**src/rtl/pda_pkg.sv**
```systemverilog
// Package: shared types, codes and constants for the pushdown automaton recognizer.
`timescale 1ns / 1ps
package pda_pkg;

    localparam int TableDepthDefault = 64;
    localparam int StackDepthDefault = 256;
    localparam int StateCount        = 16;

    localparam logic [3:0] StartStateReset   = 4'd0;
    localparam logic [7:0] InitSymbolReset   = 8'd90;
    localparam logic [9:0] EpsLimitReset     = 10'd256;

    // operation codes
    localparam logic [2:0] OpLoad  = 3'd0;
    localparam logic [2:0] OpStart = 3'd1;
    localparam logic [2:0] OpPush  = 3'd2;
    localparam logic [2:0] OpSym   = 3'd3;
    localparam logic [2:0] OpEnd   = 3'd4;

    // status codes
    localparam logic [1:0] StOk       = 2'd0;
    localparam logic [1:0] StStuck    = 2'd1;
    localparam logic [1:0] StOverflow = 2'd2;
    localparam logic [1:0] StEps      = 2'd3;

    // configuration register indexes
    localparam logic [2:0] CfgStartState = 3'd0;
    localparam logic [2:0] CfgInitSymbol = 3'd1;
    localparam logic [2:0] CfgAcceptMask = 3'd2;
    localparam logic [2:0] CfgAcceptEmpty = 3'd3;
    localparam logic [2:0] CfgEntryCount = 3'd4;
    localparam logic [2:0] CfgEpsLimit   = 3'd5;

    typedef struct packed {
        logic [3:0] st;
        logic       eps;
        logic [7:0] sym;
        logic [7:0] top;
        logic [3:0] nxt;
        logic [1:0] cnt;
        logic [7:0] p1;
        logic [7:0] p2;
    } t_entry;

    typedef enum logic [3:0] {
        S_IDLE,
        S_DECODE,
        S_TOP_RD,
        S_TOP_CAP,
        S_SCAN_RD,
        S_SCAN_CMP,
        S_APPLY,
        S_PUSH2,
        S_NEXT,
        S_NOMATCH
    } t_state;

    // controller to datapath
    typedef struct packed {
        logic       capture;
        logic       load_entry;
        logic       start_run;
        logic       push_sym;
        logic       halt;
        logic       finish;
        logic [1:0] status;
        logic       acc_eval;
        logic       eps_clear;
        logic       top_read;
        logic       idx_clear;
        logic       tbl_read;
        logic       idx_inc;
        logic       apply;
        logic       push_second;
    } t_cmd;

    // datapath to controller
    typedef struct packed {
        logic [2:0] op;
        logic       halted;
        logic       sp_zero;
        logic       sp_full;
        logic       scan_done;
        logic       match;
        logic       ent_eps;
        logic       eps_over;
        logic       ovf;
        logic       cnt_two;
    } t_stat;

endpackage

```
**src/rtl/pda_ctrl.sv**
```systemverilog
// Sequencer for the pushdown automaton recognizer.
`timescale 1ns / 1ps
module pda_ctrl (
    input  logic           i_clk,
    input  logic           i_rst_n,
    input  logic           i_start,
    input  pda_pkg::t_stat i_stat,
    output pda_pkg::t_cmd  o_cmd,
    output logic           o_busy
);
    pda_pkg::t_state r_state, n_state;
    logic            op_walk;

    assign op_walk = (i_stat.op == pda_pkg::OpSym) || (i_stat.op == pda_pkg::OpEnd);

    always_ff @(posedge i_clk) begin
        if (!i_rst_n) begin
            r_state <= pda_pkg::S_IDLE;
        end else begin
            r_state <= n_state;
        end
    end

    always_comb begin
        n_state = r_state;
        case (r_state)
            pda_pkg::S_IDLE: begin
                if (i_start) n_state = pda_pkg::S_DECODE;
            end
            pda_pkg::S_DECODE: begin
                if (op_walk && !i_stat.halted) n_state = pda_pkg::S_TOP_RD;
                else n_state = pda_pkg::S_IDLE;
            end
            pda_pkg::S_TOP_RD: begin
                n_state = i_stat.sp_zero ? pda_pkg::S_NOMATCH : pda_pkg::S_TOP_CAP;
            end
            pda_pkg::S_TOP_CAP: n_state = pda_pkg::S_SCAN_RD;
            pda_pkg::S_SCAN_RD: begin
                n_state = i_stat.scan_done ? pda_pkg::S_NOMATCH : pda_pkg::S_SCAN_CMP;
            end
            pda_pkg::S_SCAN_CMP: begin
                n_state = i_stat.match ? pda_pkg::S_APPLY : pda_pkg::S_SCAN_RD;
            end
            pda_pkg::S_APPLY: begin
                if ((i_stat.ent_eps && i_stat.eps_over) || i_stat.ovf) n_state = pda_pkg::S_IDLE;
                else if (i_stat.cnt_two) n_state = pda_pkg::S_PUSH2;
                else n_state = pda_pkg::S_NEXT;
            end
            pda_pkg::S_PUSH2: n_state = pda_pkg::S_NEXT;
            pda_pkg::S_NEXT: begin
                n_state = i_stat.ent_eps ? pda_pkg::S_TOP_RD : pda_pkg::S_IDLE;
            end
            pda_pkg::S_NOMATCH: n_state = pda_pkg::S_IDLE;
            default: n_state = pda_pkg::S_IDLE;
        endcase
    end

    always_comb begin
        o_cmd = '0;
        o_cmd.status = pda_pkg::StOk;
        case (r_state)
            pda_pkg::S_IDLE: begin
                o_cmd.capture = i_start;
            end
            pda_pkg::S_DECODE: begin
                if (i_stat.op == pda_pkg::OpLoad) begin
                    o_cmd.load_entry = 1'b1;
                    o_cmd.finish     = 1'b1;
                end else if (i_stat.op == pda_pkg::OpStart) begin
                    o_cmd.start_run = 1'b1;
                    o_cmd.finish    = 1'b1;
                end else if ((i_stat.op == pda_pkg::OpPush) || op_walk) begin
                    if (i_stat.halted) begin
                        o_cmd.status = pda_pkg::StStuck;
                        o_cmd.finish = 1'b1;
                    end else if (i_stat.op == pda_pkg::OpPush) begin
                        o_cmd.finish = 1'b1;
                        if (i_stat.sp_full) begin
                            o_cmd.status = pda_pkg::StOverflow;
                            o_cmd.halt   = 1'b1;
                        end else begin
                            o_cmd.push_sym = 1'b1;
                        end
                    end else begin
                        o_cmd.eps_clear = 1'b1;
                    end
                end else begin
                    o_cmd.finish = 1'b1;
                end
            end
            pda_pkg::S_TOP_RD: begin
                o_cmd.top_read  = 1'b1;
                o_cmd.idx_clear = 1'b1;
            end
            pda_pkg::S_SCAN_RD: begin
                o_cmd.tbl_read = !i_stat.scan_done;
            end
            pda_pkg::S_SCAN_CMP: begin
                o_cmd.idx_inc = !i_stat.match;
            end
            pda_pkg::S_APPLY: begin
                if (i_stat.ent_eps && i_stat.eps_over) begin
                    o_cmd.status = pda_pkg::StEps;
                    o_cmd.halt   = 1'b1;
                    o_cmd.finish = 1'b1;
                end else if (i_stat.ovf) begin
                    o_cmd.status = pda_pkg::StOverflow;
                    o_cmd.halt   = 1'b1;
                    o_cmd.finish = 1'b1;
                end else begin
                    o_cmd.apply = 1'b1;
                end
            end
            pda_pkg::S_PUSH2: o_cmd.push_second = 1'b1;
            pda_pkg::S_NEXT: begin
                o_cmd.finish = !i_stat.ent_eps;
            end
            pda_pkg::S_NOMATCH: begin
                o_cmd.finish = 1'b1;
                if (i_stat.op == pda_pkg::OpEnd) begin
                    o_cmd.acc_eval = 1'b1;
                end else begin
                    o_cmd.status = pda_pkg::StStuck;
                    o_cmd.halt   = 1'b1;
                end
            end
            default: o_cmd = '0;
        endcase
    end

    assign o_busy = (r_state != pda_pkg::S_IDLE);
endmodule

```
**config.mk**
```make
export PLATFORM = sky130hd
export DESIGN_NAME = pda_ctrl
export DESIGN_NICKNAME = d
export VERILOG_FILES = /design/src/rtl/pda_pkg.sv /design/src/rtl/pda_ctrl.sv
export SDC_FILE = /design/constraint.sdc
export NUM_CORES = 1
export LEC_CHECK = 0
export ABC_AREA = 0
export BUFFER_PORTS_ARGS = -buffer_cell sky130_fd_sc_hd__buf_2
export CAP_MARGIN = 10
export CORE_AREA = 8 8 45 47
export DETAILED_ROUTE_END_ITERATION = 8
export DIE_AREA = 0 0 53 55
export GPL_ROUTABILITY_DRIVEN = 0
export GPL_TIMING_DRIVEN = 0
export PLACE_DENSITY = 0.74
export SLEW_MARGIN = 0
export SYNTH_ARGS = -nofsm -noshare
export SYNTH_HDL_FRONTEND = slang
export SYNTH_SLANG_ARGS = --single-unit
```
**constraint.sdc**
```tcl
create_clock -name i_clk -period 3.1 [get_ports i_clk]
set_clock_uncertainty 0.2 [all_clocks]
set_input_delay 0.465 -clock i_clk [delete_from_list [all_inputs] [get_ports i_clk]]
set_output_delay 0.465 -clock i_clk [all_outputs]
set_load 0.01 [all_outputs]
```
# Yosys cells after proc, flatten, opt, wreduce, memory -nomap -nowiden
# Cells that the tools add are included.
# Widths: inputs -> output; s select.
[word_totals]
regBits = 4
latchBits = 0
ram_bits = 0
romBits = 0
input_bits = 15
word_cells = 77
n_memories = 0
[op_classes]
add_sub_neg = 0
multipliers = 0
div = 0
magnitude_cmp = 0
n_eq_ne = 14
shift = 0
n_mux = 50
bitwise_logic = 0
reduce_logical = 12
[ops]
columns = ["operator", "n"]
rows = [
  ["$pmux 4 s9", 1],
  ["$mux 4", 7],
  ["$mux 1", 24],
  ["$mux 2", 11],
  ["$eq 4x3->1 const B", 4],
  ["$mux 3", 3],
  ["$eq 4x2->1 const B", 2],
  ["$eq 4x4->1 const B", 2],
  ["$eq 3x2->1 const B", 2],
  ["$pmux 2 s3", 1],
  ["$mux 5", 1],
  ["$eq 4x1->1 const B", 1],
  ["$logic_not 1->1", 4],
  ["$logic_not 4->1", 1],
  ["$pmux 1 s4", 1],
  ["$reduce_bool 4->1", 1],
  ["$eq 3x1->1 const B", 1],
  ["$eq 3x3->1 const B", 1],
  ["$logic_not 3->1", 1],
  ["$logic_or 1x1->1", 3],
  ["$pmux 1 s3", 1],
  ["$logic_and 1x1->1", 2],
  ["$ne 2x2->1 const B", 1],
]

# Depth between registers and ports, before layout
[logic_depth]
word_depth = 7
ltp_mapped = 5
ltp_nobuf = 4

# Worst setup path before layout
# No wires, ideal clock.
[synth_timing]
path_kind = "input-to-output"
from = "input port i_stat[11] (netlist bit)"
to = "output port o_cmd[12] (netlist bit)"
arrival_time_ns = 1.302
t_required_ns = 2.435
slack_ns = 1.133
stages = 3
path_cell_list = "or4_4 nor2b_1 nor2b_1"
[synth_lines]
columns = ["element", "line", "source"]
rows = [
  ["start, declared", "pda_ctrl.sv:7", "input pda_pkg::t_stat i_stat,"],
  ["end, declared", "pda_ctrl.sv:8", "output pda_pkg::t_cmd o_cmd,"],
]

==> summary.txt <==
Routing
  – DRT Pass-1 Iters: 4
  – WL/cell: 13.0 microns
  – Detail Route Antenna Nets: 0
  – DR iter-0 viols: 5
  – Via/cell ratio: around 5.4
  – Vias: between 600 and 700
  – Routed wire length: 1590 microns
  – Drt drc: 0

Place
  – Port Buf Inserts: 30
  – Inst Count DP: approximately 120
  – Placed instance area: a little under 700 sq um
  – HPWL after detailed placement: 1290 microns

CTS
  – Post-CTS Setup Inserts: 0
  – Clock Tree Buf Depth: 2
  – CTS Buf Count: 3
  – CTS tree: yes
  – H-tree lvl count: 1
  – Post-CTS Resized: 0
  – Hold_buf cts: 0
  – Clock Latency Late Sink: 0.23 ns
  – Root buffer cell: clkbuf_4
  – CTS sink cnt: 4
  – CTS clock-pin slew for the worst setup and hold paths: 0.04 ns

Power and ir drop
  – Leakage: 0.357 nW
  – Worst vdd rail ir drop: roughly 0.00022 V
  – PwrDens: roughly 280 nW/um^2

Synth
  – Cell Area, Synth: 518 sq um
  – Most used DFF post-synth: dfxtp_1
  – Yosys Warn Count: 0
  – Multiplexer share of the synthesized area: 1.93%
  – Post-Synthesis Net Count: 88
  – Complex-gate fraction of the synthesized area: 30.2%
  – Synth Area in Adders: 0%
  – Simple logic cell fraction of the synthesized area: 45.4%
  – Synth Area in XOR/XNOR: 0%
  – Largest family of logic cells by synthesized area: simple AND/OR/NAND/NOR gates
  – Yosys cell types: 34
  – Post-synthesis sequential area ratio: 15.5%
  – Asr flop ratio synth: 0%
  – Avg Synthesized Cell Area: 7.10 sq um
  – Post-synthesis register bit count: 4
  – Syn Inst Count: 73
  – Post-synth EDFFs: 0

Worst setup path
  – CP arrival: 1.64 ns
  – Crit Path Max Fanout: 8
  – Worst setup EP type: output pin
  – CP Class: flip-flop to output pin
  – CP Launch Type: flip-flop
  – Data required, critical path: approximately 2.4 ns
  – Reg-to-reg critical path startpoint: r_state[3]
  – CP startpoint: r_state[3]

Finish
  – Max reg flops: 4
  – Cell area after layout: 711 sq um
  – Finished Layout Cells: 122
  – Ant diodes: 0
  – Final Util: approximately half
  – Area Growth Syn to Fin: 37.2%
  – Layout cells sized above 1: between 40% and 50%
  – Top Registers: r_state x4
  – Fin nets: 123
  – Most flops, register: r_state

Global route
  – Global-route wire length before repair: 2530 microns
  – GRT Total Usage: between 10% and 20%
  – Antenna violations before repair: 0
  – Vias in the first global route: roughly 630
  – Total gr overflow: 0
  – Largest net degree at the start of global routing: 11

STA
  – Final setup viols: 0
  – Slew @ Worst Pin: about 0.3 ns
  – Final period utilization: between 70% and 80%
  – Achievable frequency: 434 MHz
  – Minimum clock period: 2.30 ns
  – Fin. Hold Viols: 0
  – RSZ-0062 raised after global routing: false
  – Hold WS: ~0.33 ns
  – Max_slew headroom: 79.6%
  – Total negative setup slack: 0 ns
  – Fin. max-slew vios: 0

Floorplan
  – Row cnt: 14
  – Die span in y: 55 microns
  – Chip width: 53 microns
  – Starting Density: 37.4%
  – Die Area: 2920 sq um
  – Core box area: 1380 sq um
  – I/O pins: 32

Min path
  – Hold wc startpoint: i_stat[0]
  – Worst hold-check path type: primary input to flip-flop

Run
  – Maxcap violations: 0

Outcome
  – Status: complete, no violations
==> area by class of cell <==
| cell class | instances | area [sq um] |
|---|---|---|
| clock buffer | 3 | 22.5 |
| tap | 16 | 20.0 |
| sequential | 4 | 80.1 |
| multi-input combinational | 63 | 402 |
| inverter | 2 | 7.51 |
| timing repair buffer | 30 | 150 |
| fill | 141 | 673 |
| buffer | 4 | 28.8 |
==> layer usage <==
layer	vias to the layer above	global-route usage [%]	part of all wire, %
li1	338	-	-
met1	304	11.1	41
met2	15	21.3	52
met3	0	2.41	7.1
met4	0	5.17	0
met5	-	0	0
==> report_power, final <==
| part | internal [W] | switching [W] | leakage (nW) |
|---|---|---|---|
| Clock | 0.0000432 | 0.0000191 | 0.0138 |
| Combinational | 0.0000373 | 0.0000423 | 0.311 |
| Sequential | 0.0000548 | 0.00000458 | 0.0326 |
| Total | 0.000135 | 0.0000660 | 0.357 |
==> metrics by stage <==
| step | total power (W) | worst slack (ns) |
|---|---|---|
| floorplan | 0.000110 | 1.13 |
| global placement | 0.000138 | 0.926 |
| detailed placement | 0.000140 | 0.895 |
| CTS | 0.000205 | 0.783 |
| global route | 0.000218 | 0.706 |
| finish | 0.000201 | 0.798 |
==> placed cells by master, fill, tap and decap left out, types with 2 or more instances in the layout <==
cell and instances:
nand2b_1 5, nand3_1 3, o21ai_0 3, inv_1 2, buf_2 32, nor3b_1 2, nand3b_1 2, dfxtp_1 4
nand2_1 7, o32a_1 2, nor2_1 5, o211ai_1 2, a21oi_1 8, nor3_1 4, clkbuf_4 3, nor4_1 2
nor2b_1 2
==> kinds of logic (layout without fill, tap and decap cells) <==
logic type	after synthesis	count (layout)
AO/OA/AOI/OAI	23	23
buffers and inverters	6	39
flip-flops	4	4
multiplexers	1	1
AND/OR/NAND/NOR	39	39
==> final timing paths <==
kind | cells after the start | slack, ns | to
max | 5 | 0.80 | o_cmd[12]
min reg2reg | 3 | 0.51 | r_state[0]
min | 3 | 0.33 | r_state[3]
max reg2reg | 4 | 1.63 | r_state[1]
==> synth_stat cells, types with 2 or more instances <==
master    instances  area, sq um
a21oi_1           8         40.0
nor3_1            4         20.0
o211ai_1          2         15.0
nor3b_1           2         15.0
nand3b_1          2         15.0
nand2b_1          5         31.3
nor2_1            5         18.8
nand2_1           7         26.3
o32a_1            2         20.0
dfxtp_1           4         80.1
o21ai_0           3         15.0
buf_2             2         10.0
inv_1             2         7.51
nand3_1           3         15.0
nor4_1            2         12.5
nor2b_1           2         12.5
==> critical path, cell delays in order, from the launching register on <==
cell and delay (ns):
dfxtp_1 0.37, nand2b_4 0.18, or4_4 0.43, nor2b_1 0.15, nor2b_1 0.14, buf_2 0.13
Note: power is estimated with default switching activity, not from simulation.
